[src/sv/ttd_pkg.sv]
package ttd_pkg;

  // seconds stamp of 2000-01-01 00:00:00 local time
  localparam logic [31:0] BASE_STAMP  = 32'd946656000;

  // 86400 = 128 * 675, so a day count comes from (d >> 7) / 675
  localparam logic [9:0]  DAY_GRAIN   = 10'd675;
  localparam logic [24:0] RECIP_675   = 25'd25451658;  // floor(2^34 / 675)
  localparam logic [17:0] RECIP_60    = 18'd139811;    // ceil(2^23 / 60)
  localparam logic [15:0] RECIP_1461  = 16'd45934;     // ceil(2^26 / 1461)
  localparam logic [16:0] RECIP_7     = 17'd74899;     // ceil(2^19 / 7)

  // 2000-01-01 was a saturday
  localparam logic [16:0] WEEKDAY_BASE = 17'd6;

  // day counts at the start of each year inside a four-year cycle
  localparam logic [10:0] CYC_YEAR1 = 11'd366;
  localparam logic [10:0] CYC_YEAR2 = 11'd731;
  localparam logic [10:0] CYC_YEAR3 = 11'd1096;

  localparam logic [8:0] CUM_DAYS [12] = '{
    9'd0, 9'd31, 9'd59, 9'd90, 9'd120, 9'd151,
    9'd181, 9'd212, 9'd243, 9'd273, 9'd304, 9'd334
  };

  // number of datapath steps from a loaded stamp to a settled result
  localparam logic [2:0] NUM_STEPS = 3'd7;

  typedef enum logic [1:0] {
    ST_IN_RANGE  = 2'd0,
    ST_SATURATED = 2'd1,
    ST_BEFORE    = 2'd2
  } range_status_t;

  typedef enum logic [1:0] {
    S_IDLE,
    S_RUN,
    S_FINISH
  } ctrl_state_t;

  typedef struct packed {
    logic load;
    logic adv;
    logic out_load;
  } cmd_t;

  typedef struct packed {
    range_status_t range_status;
    logic [2:0]    weekday;
    logic [5:0]    second_val;
    logic [5:0]    minute_val;
    logic [4:0]    hour_val;
    logic [4:0]    day_of_month;
    logic [3:0]    month_num;
    logic [6:0]    year_offset;
  } result_t;

endpackage

[src/sv/ttd_ctrl.sv]
module ttd_ctrl (
  input  logic          clk,
  input  logic          rst_n,
  input  logic          in_tvalid,
  output logic          in_tready,
  output logic          out_tvalid,
  input  logic          out_tready,
  output ttd_pkg::cmd_t cmd
);
  import ttd_pkg::*;

  ctrl_state_t state_r, state_nxt;
  logic [2:0]  step_r, step_nxt;
  logic        out_valid_r, out_valid_nxt;

  always_ff @(posedge clk) begin
    if (!rst_n) begin
      state_r     <= S_IDLE;
      step_r      <= '0;
      out_valid_r <= 1'b0;
    end else begin
      state_r     <= state_nxt;
      step_r      <= step_nxt;
      out_valid_r <= out_valid_nxt;
    end
  end

  always_comb begin
    state_nxt = state_r;
    step_nxt  = step_r;
    case (state_r)
      S_IDLE: begin
        step_nxt = '0;
        if (in_tvalid) begin
          state_nxt = S_RUN;
        end
      end
      S_RUN: begin
        step_nxt = step_r + 3'd1;
        if (step_r == NUM_STEPS - 3'd1) begin
          state_nxt = S_FINISH;
        end
      end
      S_FINISH: begin
        // result slot frees up when empty or being taken this cycle
        if (!out_valid_r || out_tready) begin
          state_nxt = S_IDLE;
        end
      end
      default: begin
        state_nxt = S_IDLE;
      end
    endcase
  end

  always_comb begin
    in_tready    = 1'b0;
    cmd.load     = 1'b0;
    cmd.adv      = 1'b0;
    cmd.out_load = 1'b0;
    case (state_r)
      S_IDLE: begin
        in_tready = 1'b1;
        cmd.load  = in_tvalid;
      end
      S_RUN: begin
        cmd.adv = 1'b1;
      end
      S_FINISH: begin
        cmd.out_load = !out_valid_r || out_tready;
      end
      default: begin
        in_tready = 1'b0;
      end
    endcase
  end

  always_comb begin
    if (cmd.out_load) begin
      out_valid_nxt = 1'b1;
    end else if (out_tready) begin
      out_valid_nxt = 1'b0;
    end else begin
      out_valid_nxt = out_valid_r;
    end
  end

  assign out_tvalid = out_valid_r;

`ifndef SYNTHESIS
  a_load_starts_run: assert property (@(posedge clk) disable iff (!rst_n)
    (in_tvalid && in_tready) |=> (state_r == S_RUN && step_r == 3'd0))
    else $error("accepted stamp did not start the step sequence");

  a_step_bound: assert property (@(posedge clk) disable iff (!rst_n)
    (state_r == S_RUN) |-> (step_r < NUM_STEPS))
    else $error("step counter ran past the last datapath step");

  a_out_from_finish: assert property (@(posedge clk) disable iff (!rst_n)
    $rose(out_valid_r) |-> $past(state_r == S_FINISH))
    else $error("result shown without finishing the sequence");

  a_no_overwrite: assert property (@(posedge clk) disable iff (!rst_n)
    cmd.out_load |-> (!out_valid_r || out_tready))
    else $error("result register overwritten while still pending");
`endif

endmodule

[src/sv/ttd_datapath.sv]
module ttd_datapath #(
  parameter logic [31:0] MAX_STAMP = 32'd4102415990
) (
  input  logic             clk,
  input  logic [31:0]      in_stamp,
  input  ttd_pkg::cmd_t    cmd,
  output ttd_pkg::result_t res
);
  import ttd_pkg::*;

  // stamp capture and range check
  logic [31:0]   d_r, d_nxt;
  range_status_t st_r, st_nxt;

  always_comb begin
    if (in_stamp > MAX_STAMP) begin
      st_nxt = ST_SATURATED;
      d_nxt  = MAX_STAMP - BASE_STAMP;
    end else if (in_stamp < BASE_STAMP) begin
      st_nxt = ST_BEFORE;
      d_nxt  = '0;
    end else begin
      st_nxt = ST_IN_RANGE;
      d_nxt  = in_stamp - BASE_STAMP;
    end
  end

  always_ff @(posedge clk) begin
    if (cmd.load) begin
      d_r  <= d_nxt;
      st_r <= st_nxt;
    end
  end

  logic [24:0] grain;
  assign grain = d_r[31:7];

  // step 1: day count estimate
  logic [49:0] p1_r, p1_nxt;
  assign p1_nxt = 50'(grain) * 50'(RECIP_675);

  // step 2: back-multiply the estimate
  logic [15:0] qe_r, qe_nxt;
  logic [25:0] p2_r, p2_nxt;
  assign qe_nxt = p1_r[49:34];
  assign p2_nxt = 26'(p1_r[49:34]) * 26'(DAY_GRAIN);

  // step 3: correct estimate, split into days and second of day
  logic [15:0] days_r, days_nxt;
  logic [16:0] sod_r, sod_nxt;
  logic [25:0] rem3;
  logic [10:0] rr;
  logic        fold;

  always_comb begin
    rem3 = 26'(grain) - p2_r;
    fold = rem3[10:0] >= 11'(DAY_GRAIN);
    if (fold) begin
      days_nxt = qe_r + 16'd1;
      rr       = rem3[10:0] - 11'(DAY_GRAIN);
    end else begin
      days_nxt = qe_r;
      rr       = rem3[10:0];
    end
    sod_nxt = {rr[9:0], d_r[6:0]};
  end

  // step 4: reciprocal products for minutes, four-year cycles and weekday
  logic [33:0] pm_r, pm_nxt;
  logic [31:0] py_r, py_nxt;
  logic [33:0] pw_r, pw_nxt;
  logic [16:0] wx;

  assign wx     = 17'(days_r) + WEEKDAY_BASE;
  assign pm_nxt = 34'(sod_r) * 34'(RECIP_60);
  assign py_nxt = 32'(days_r) * 32'(RECIP_1461);
  assign pw_nxt = 34'(wx) * 34'(RECIP_7);

  // step 5: seconds, minute count, cycle index, weekday
  logic [10:0] mins_r, mins_nxt;
  logic [5:0]  sec_r, sec_nxt;
  logic [27:0] ph_r, ph_nxt;
  logic [4:0]  cyc_r, cyc_nxt;
  logic [10:0] r1461_r, r1461_nxt;
  logic [2:0]  wd_r, wd_nxt;

  assign mins_nxt  = pm_r[33:23];
  assign sec_nxt   = 6'(sod_r - 17'(pm_r[33:23]) * 17'd60);
  assign ph_nxt    = 28'(pm_r[33:23]) * 28'(RECIP_60);
  assign cyc_nxt   = py_r[30:26];
  assign r1461_nxt = 11'(days_r - 16'(py_r[30:26]) * 16'd1461);
  assign wd_nxt    = 3'(wx - 17'(pw_r[33:19]) * 17'd7);

  // step 6: hour, minute, year and day of year
  logic [4:0] hr_r, hr_nxt;
  logic [5:0] min_r, min_nxt;
  logic [6:0] yr_r, yr_nxt;
  logic [8:0] doy_r, doy_nxt;
  logic       leap_r, leap_nxt;
  logic [1:0] yi;
  logic [10:0] ybase;

  assign hr_nxt  = ph_r[27:23];
  assign min_nxt = 6'(mins_r - 11'(ph_r[27:23]) * 11'd60);

  always_comb begin
    if (r1461_r < CYC_YEAR1) begin
      yi    = 2'd0;
      ybase = '0;
    end else if (r1461_r < CYC_YEAR2) begin
      yi    = 2'd1;
      ybase = CYC_YEAR1;
    end else if (r1461_r < CYC_YEAR3) begin
      yi    = 2'd2;
      ybase = CYC_YEAR2;
    end else begin
      yi    = 2'd3;
      ybase = CYC_YEAR3;
    end
    yr_nxt   = {cyc_r, yi};
    doy_nxt  = 9'(r1461_r - ybase);
    leap_nxt = (yi == 2'd0);
  end

  // step 7: month and day of month
  logic [3:0] mon_r, mon_nxt;
  logic [4:0] dom_r, dom_nxt;

  always_comb begin
    logic [8:0] c;
    logic [8:0] mbase;
    mon_nxt = 4'd1;
    mbase   = '0;
    for (int i = 1; i < 12; i++) begin
      c = CUM_DAYS[i] + ((leap_r && i >= 2) ? 9'd1 : 9'd0);
      if (c <= doy_r) begin
        mon_nxt = 4'(i + 1);
        mbase   = c;
      end
    end
    dom_nxt = 5'(doy_r - mbase + 9'd1);
  end

  always_ff @(posedge clk) begin
    if (cmd.adv) begin
      p1_r    <= p1_nxt;
      qe_r    <= qe_nxt;
      p2_r    <= p2_nxt;
      days_r  <= days_nxt;
      sod_r   <= sod_nxt;
      pm_r    <= pm_nxt;
      py_r    <= py_nxt;
      pw_r    <= pw_nxt;
      mins_r  <= mins_nxt;
      sec_r   <= sec_nxt;
      ph_r    <= ph_nxt;
      cyc_r   <= cyc_nxt;
      r1461_r <= r1461_nxt;
      wd_r    <= wd_nxt;
      hr_r    <= hr_nxt;
      min_r   <= min_nxt;
      yr_r    <= yr_nxt;
      doy_r   <= doy_nxt;
      leap_r  <= leap_nxt;
      mon_r   <= mon_nxt;
      dom_r   <= dom_nxt;
    end
  end

  // result register
  result_t res_r, res_nxt;

  always_comb begin
    res_nxt.range_status = st_r;
    if (st_r == ST_BEFORE) begin
      res_nxt.weekday      = '0;
      res_nxt.second_val   = '0;
      res_nxt.minute_val   = '0;
      res_nxt.hour_val     = '0;
      res_nxt.day_of_month = '0;
      res_nxt.month_num    = '0;
      res_nxt.year_offset  = '0;
    end else begin
      res_nxt.weekday      = wd_r;
      res_nxt.second_val   = sec_r;
      res_nxt.minute_val   = min_r;
      res_nxt.hour_val     = hr_r;
      res_nxt.day_of_month = dom_r;
      res_nxt.month_num    = mon_r;
      res_nxt.year_offset  = yr_r;
    end
  end

  always_ff @(posedge clk) begin
    if (cmd.out_load) begin
      res_r <= res_nxt;
    end
  end

  assign res = res_r;

endmodule

[src/sv/timestamp_to_date_time_unit.sv]
// Converts a 32-bit seconds stamp (local time, UTC+8) into year offset from 2000, month, day,
// hour, minute, second and weekday (0 is sunday). Stamps past 12-31 23:59:50 of year
// YEAR_SPAN-1 give that time with range status 1; stamps before 2000 give all-zero fields
// with range status 2. One stamp is converted at a time: the stamp is captured at its
// transfer edge, passes the seven steps of the reciprocal-multiply datapath and then fills
// the result register once that register has been emptied or is being read; only after
// that fill is the next stamp taken.
module timestamp_to_date_time_unit #(
  parameter int unsigned YEAR_SPAN = 100
) (
  input  logic        clk,
  input  logic        rst_n,
  input  logic        in_tvalid,
  output logic        in_tready,
  input  logic [31:0] in_tdata,   // stamp
  output logic        out_tvalid,
  input  logic        out_tready,
  output logic [39:0] out_tdata,  // year_offset, month_num, day_of_month, hour_val,
                                  // minute_val, second_val, weekday, zero fill
  output logic [1:0]  out_tuser   // range_status
);
  import ttd_pkg::*;

  localparam longint unsigned MaxStampL = 64'd946656000
    + 64'd86400 * (64'd365 * YEAR_SPAN + (64'(YEAR_SPAN) + 64'd3) / 64'd4) - 64'd10;
  localparam logic [31:0] MaxStamp = 32'(MaxStampL);

  cmd_t    cmd;
  result_t res;

  ttd_ctrl u_ctrl (
    .clk        (clk),
    .rst_n      (rst_n),
    .in_tvalid  (in_tvalid),
    .in_tready  (in_tready),
    .out_tvalid (out_tvalid),
    .out_tready (out_tready),
    .cmd        (cmd)
  );

  ttd_datapath #(
    .MAX_STAMP (MaxStamp)
  ) u_datapath (
    .clk      (clk),
    .in_stamp (in_tdata),
    .cmd      (cmd),
    .res      (res)
  );

  assign out_tdata = {4'b0000, res.weekday, res.second_val, res.minute_val, res.hour_val,
                      res.day_of_month, res.month_num, res.year_offset};
  assign out_tuser = res.range_status;

endmodule

[config.mk]
export PLATFORM = sky130hd
export DESIGN_NAME = timestamp_to_date_time_unit
export DESIGN_NICKNAME = d
export VERILOG_FILES = /design/src/sv/ttd_pkg.sv /design/src/sv/ttd_ctrl.sv /design/src/sv/ttd_datapath.sv /design/src/sv/timestamp_to_date_time_unit.sv
export SDC_FILE = /design/constraint.sdc
export NUM_CORES = 2
export LEC_CHECK = 0
export BUFFER_PORTS_ARGS = -buffer_cell sky130_fd_sc_hd__clkbuf_2
export CAP_MARGIN = 30
export CORE_AREA = 5 5 316 473
export DETAILED_ROUTE_END_ITERATION = 6
export DIE_AREA = 0 0 321 478
export HOLD_SLACK_MARGIN = 0.15
export REMOVE_ABC_BUFFERS = 1
export SLEW_MARGIN = 20
export SYNTH_ARGS = -nofsm -noshare
export SYNTH_HDL_FRONTEND = slang
export SYNTH_SLANG_ARGS = --single-unit
[constraint.sdc]
create_clock -name clk -period 15 [get_ports clk]
set_input_delay 1.5 -clock clk [delete_from_list [all_inputs] [get_ports clk]]
set_output_delay 1.5 -clock clk [all_outputs]
set_load 0.03 [all_outputs]
Word-level counts from Yosys, hierarchy flattened:

Index checks and enable logic that the tools add are counted.

* memory bits (read-only): 0
* word-level logic and storage cells: 145
* register bits: 381
* memory bits (writable): 0
* output and inout bits: 44
* memories kept: 0
* latch bits: 0

* add/subtract/negate cells: 23
* bitwise gates (word level): 0
* divide/modulo/power cells: 0
* $lt $le $gt $ge: 17
* mux-type cells: 43
* multiply operators: 10
* eq/ne operators: 7
* shift operators: 0
* reductions and logical operators: 9

Operators with widths (number)
* 9-bit <= comparator: 10
* 5-bit two-way mux: 11
* 25-bit by 24-bit multiplier with 49-bit output, second input constant: 1
* 8-bit by 1-bit adder with 9-bit output, first input constant: 4
* 17-bit by 17-bit multiplier with 34-bit output, second input constant: 1
* 17-bit by 18-bit multiplier with 34-bit output, second input constant: 1
* 32-bit greater-than comparator, second input constant: 1
* 32-bit by 30-bit < comparator with 1-bit output, second input constant: 1
* 32-bit two-way mux: 1
* 32-bit by 30-bit subtractor with 32-bit output, second input constant: 1
* 16-bit by 15-bit multiplier with 30-bit output, second input constant: 1
* 11-bit by 18-bit multiplier with 28-bit output, second input constant: 1
* 9-bit by 1-bit adder with 9-bit output, first input constant: 3
* 3-bit two-way mux: 8
* 11-bit subtractor: 2
* 9-bit two-way mux: 2
* 16-bit by 3-bit adder with 17-bit output, second input constant: 1
* 16-bit by 1-bit adder with 16-bit output, second input constant: 1
* 7-bit by 1-bit adder with 8-bit output, first input constant: 2
* 16-bit by 10-bit multiplier with 11-bit output, second input constant: 1
* 16-bit two-way mux: 1
* 2-bit two-way mux: 8
* 15-bit by 3-bit multiplier with 3-bit output, second input constant: 1
* 6-bit subtractor: 2
* other kinds (32): 43

Longest topological paths before layout:

* depth in word-level cells: 15
* mapped depth: 23
* depth with buffers taken out: 23

Modules after synthesis:

From an unflattened synthesis, not the netlist that was laid out.

* cell total of the unflattened synthesis: 3114
* area total of the unflattened synthesis: 33603.5 um^2

By module, submodules not included
* ttd_datapath: sequential area each 7176.9 um^2, area an instance 33273.2 um^2, cells an instance 3075, times used 1
* ttd_ctrl: sequential area each 120.1 um^2, area an instance 296.5 um^2, cells an instance 34, times used 1
* timestamp_to_date_time_unit: sequential area each 0.0 um^2, area an instance 33.8 um^2, cells an instance 5, times used 1

Least setup slack after synthesis:

OpenSTA, ideal clock, no wires.

* kind: register -> register
* from: register u_datapath.d_r[19]
* to: register u_datapath.p1_r[47], data pin
* library setup time: 0.167 ns
* slack: 8.808 ns
* stages on the path, launching flop included: 22
* data required time: 14.833 ns
* arrival: 6.025 ns
* path buffers: 0
* cell sequence: edfxtp_1 -> fa_1 -> ha_1 -> inv_1 -> fa_1 -> fa_1 -> inv_1 -> fa_1 -> fa_1 -> inv_1 -> fa_1 -> inv_1 -> ha_1 -> nand2_1 -> nor4_1 -> nand3_1 -> a21oi_1 -> o31ai_1 -> nor3_2 -> o21ai_1 -> or3b_1 -> a211oi_1

* longest elaborated chain between the ends: 1

Ends and longest elaborated chain
* from (decl): line ttd_datapath.sv:12 `logic [31:0] d_r, d_nxt;`
* from (signal assigned): line ttd_datapath.sv:30 `d_r <= d_nxt;`
* 25-bit by 24-bit multiplier with 49-bit output: line ttd_datapath.sv:40 `assign p1_nxt = 50'(grain) * 50'(RECIP_675);`
* named net u_datapath.p1_nxt[47]: line ttd_datapath.sv:39 `logic [49:0] p1_r, p1_nxt;`
* to (signal assigned): line ttd_datapath.sv:146 `p1_r <= p1_nxt;`
* to (decl): line ttd_datapath.sv:39

The timed path passes the listed nets, and every way through them passes these cells.
A chain may end at the register's enable or synchronous reset.

Final worst setup path:

* from: register u_datapath.d_r[20]
* to: register u_datapath.p1_r[47], data pin

Same word-level chain as after synthesis.

==> flow_metrics.env <==
export IMPL_status="finished clean"
export IMPL_ctsRootBufferMaster="clkbuf_16"
export IMPL_drtIter0Drc=776
export IMPL_yosysMostFrequentCell="ha_1"
export IMPL_yosysSeqAreaShare=0.220
export IMPL_setup_tns_ns=0
export IMPL_io_pins=80
export IMPL_grt_first_pass_wirelength_um=118000
export IMPL_synth_top_family_by_area="adder cells"
export IMPL_synth_seq_cells=245
export IMPL_max_slew_margin=0.480
export IMPL_dieWidth_um=321
export IMPL_worstPathMaxFanout=10
export IMPL_drcViolationCount=0
export IMPL_cts_sinks=245
export IMPL_hpwl_um=61400
export IMPL_dieArea_um2=153000
export IMPL_min_period_ns=6.85
export IMPL_yosysUniqueCellTypes=74
export IMPL_htreeDepth=1
export IMPL_finalSetupViolCount=0
export IMPL_async_flop_share=0
export IMPL_grt_max_degree=83
export IMPL_met3_usage=0.00939
export IMPL_met1_usage=0.112
export IMPL_numPortBuffers=75
export IMPL_critPathTopFamily="adder cells"
export IMPL_wl_per_cell_um=14.1
export IMPL_crit_chain="fa_1 -> ha_1 -> inv_1 -> fa_1 -> fa_1 -> inv_1 -> fa_1 -> fa_1 -> inv_1 -> fa_1 -> inv_1 -> ha_1 -> nand2_1 -> nor4_1 -> nand3_1 -> a21oi_1 -> o31ai_1 -> nor3_2 -> o21ai_1 -> or3b_1 -> a211oi_1"
export IMPL_cts_resized=0
export IMPL_grt_busiest_layer="met2"
export IMPL_synth_fa_ha_area_frac=0.521
export IMPL_clock_skew_ns=0.00975
export IMPL_clk_latency_ns=0.56
export IMPL_synth_compound_area_frac=0.0636
export IMPL_area_delta_synth_final_pct=11.1
export IMPL_rsz0062_at_grt="no"
export IMPL_drive_gt1_frac=0.0470
export IMPL_period_share=0.457
export IMPL_finalCoreUtilization=0.255
export IMPL_cts_setup_buffers=0
export IMPL_grt_pass1_vias=23300
export IMPL_cap_viol_max_count=0
export IMPL_worstSetupEndpointType="flip-flop"
export IMPL_crit_top_cell="fa_1"
export IMPL_place_congestion=0.871
export IMPL_cp_arrival_ns=7.23
export IMPL_synth_area_leaders="ha_1, fa_1, edfxtp_1, inv_1, xnor2_1"
export IMPL_netlist_instances=3055
export IMPL_cts_tree="done"
export IMPL_path_clk_slew_ns=0.06
export IMPL_critPathLaunchType="flip-flop"
export IMPL_yosys_area_share_simple=0.0594
export IMPL_ys_flop_type="edfxtp_1"
export IMPL_grtUsageTotal=0.0943
export IMPL_synth_area_um2=33100
export IMPL_use_met2=0.182
export IMPL_antenna_found_initial=2
export IMPL_required_ns=15.38
export IMPL_synth_largest_area_cell="ha_1"
export IMPL_drtAntennaViolNets=0
export IMPL_overflow=0
export IMPL_avgSynthCellArea_um2=10.8
export IMPL_yosys_warnings=0
export IMPL_wl_um=71400
export IMPL_dp_cells=5023
export IMPL_core_area_um2=144000
export IMPL_max_slew_worst_pin_slew_ns=0.779
export IMPL_firstDrtPassIters=5
export IMPL_slew_viol_final=0
export IMPL_nets=4342
export IMPL_initial_core_util=0.229
export IMPL_critPathMaxStageDelay_ns=0.71
export IMPL_ctsHoldBuffers=0
export IMPL_worst_r2r_setup_slack_ns=8.15
export IMPL_ys_top_cells_by_count="ha_1, inv_1, fa_1"
export IMPL_slowest_stage="edfxtp_1"
export IMPL_hold_class="reg2reg"
export IMPL_criticalPathCategory="reg2reg"
export IMPL_muxShareOfSynthArea=0.00238
export IMPL_avgViaCountPerCell=4.16
export IMPL_synth_edf_count=239
export IMPL_via_count=21100
export IMPL_report_final_hold_viol_count=0
export IMPL_nFillCells=15300
export IMPL_yosysTopAreaCellShare=0.295
export IMPL_crit_buf_inv=4
export IMPL_max_freq_ghz=0.146
export IMPL_fp_row_count=171
export IMPL_fp_dieH_um=478
export IMPL_clk_path_buf_depth=3
export IMPL_cts_made_buffers=28
export IMPL_synthXorXnorAreaFrac=0.0460
export IMPL_final_cells=5077
## cell families after synthesis
group,count (synthesis)
multiplexers,7
other,1
XOR/XNOR,174
AO/OA/AOI/OAI,326
flip-flops,245
buffers and inverters,764
AND/OR/NAND/NOR,383
adder cells (fa/ha/maj),1155
## final cells by class
type / count / area [µm²] / area share
clock inverter: 16 / 143 / 0.00388
timing repair buffer: 82 / 468 / 0.0127
inverter: 745 / 2800 / 0.0761
sequential: 245 / 7300 / 0.198
clock buffer: 35 / 748 / 0.0203
antenna: 2 / 5.00 / 0.000136
tap: 1903 / 2380 / 0.0647
multi-input combinational: 2049 / 23000 / 0.624
## flip-flops by register name, indices dropped and copies added, names as in the netlist, 11 cells and up
register / flops
u_datapath.sod_r: 17
u_datapath.r1461_r: 11
u_datapath.days_r: 16
u_datapath.p1_r: 16
u_datapath.qe_r: 15
u_datapath.p2_r: 11
u_datapath.d_r: 32
u_datapath.pm_r: 11
u_datapath.res: 38
## routing by layer
layer  wire, µm  vias up
met2      38600      248
met3       2270       99
met4       1670        0
li1           -    10300
met1      28800    10500
met5          0        -
## per-stage QoR
step	area (µm²)	setup WS, ns	hold slack, ns
after floorplan	33000	8.81	0.400
after global placement	35800	8.17	0.401
after detailed placement	35900	8.12	0.405
after CTS	36800	8.11	0.417
after global routing	36800	7.71	0.422
final	36800	8.15	0.414
## worst paths after layout
check | endpoint | from | cells past startpoint
min | u_datapath.sod_r[3] | u_datapath.d_r[3] | 0
max reg2reg | u_datapath.p1_r[47] | u_datapath.d_r[20] | 21
min reg2reg | u_datapath.sod_r[3] | u_datapath.d_r[3] | 0
max | u_datapath.p1_r[47] | u_datapath.d_r[20] | 21
## placed cells by master (no fill, tap or decap), drive strengths merged, types with 39 or more instances in the layout
| master | n |
|---|---|
| xnor2 | 119 |
| ha | 782 |
| o21ai | 75 |
| inv | 746 |
| clkbuf | 110 |
| a21oi | 93 |
| xor2 | 55 |
| nor2 | 79 |
| nand2 | 91 |
| edfxtp | 239 |
| fa | 373 |
| and2 | 47 |
| a21o | 39 |
Power is not shown: default switching activity piles up to over one toggle a cycle in this logic, so the estimate is an artifact.
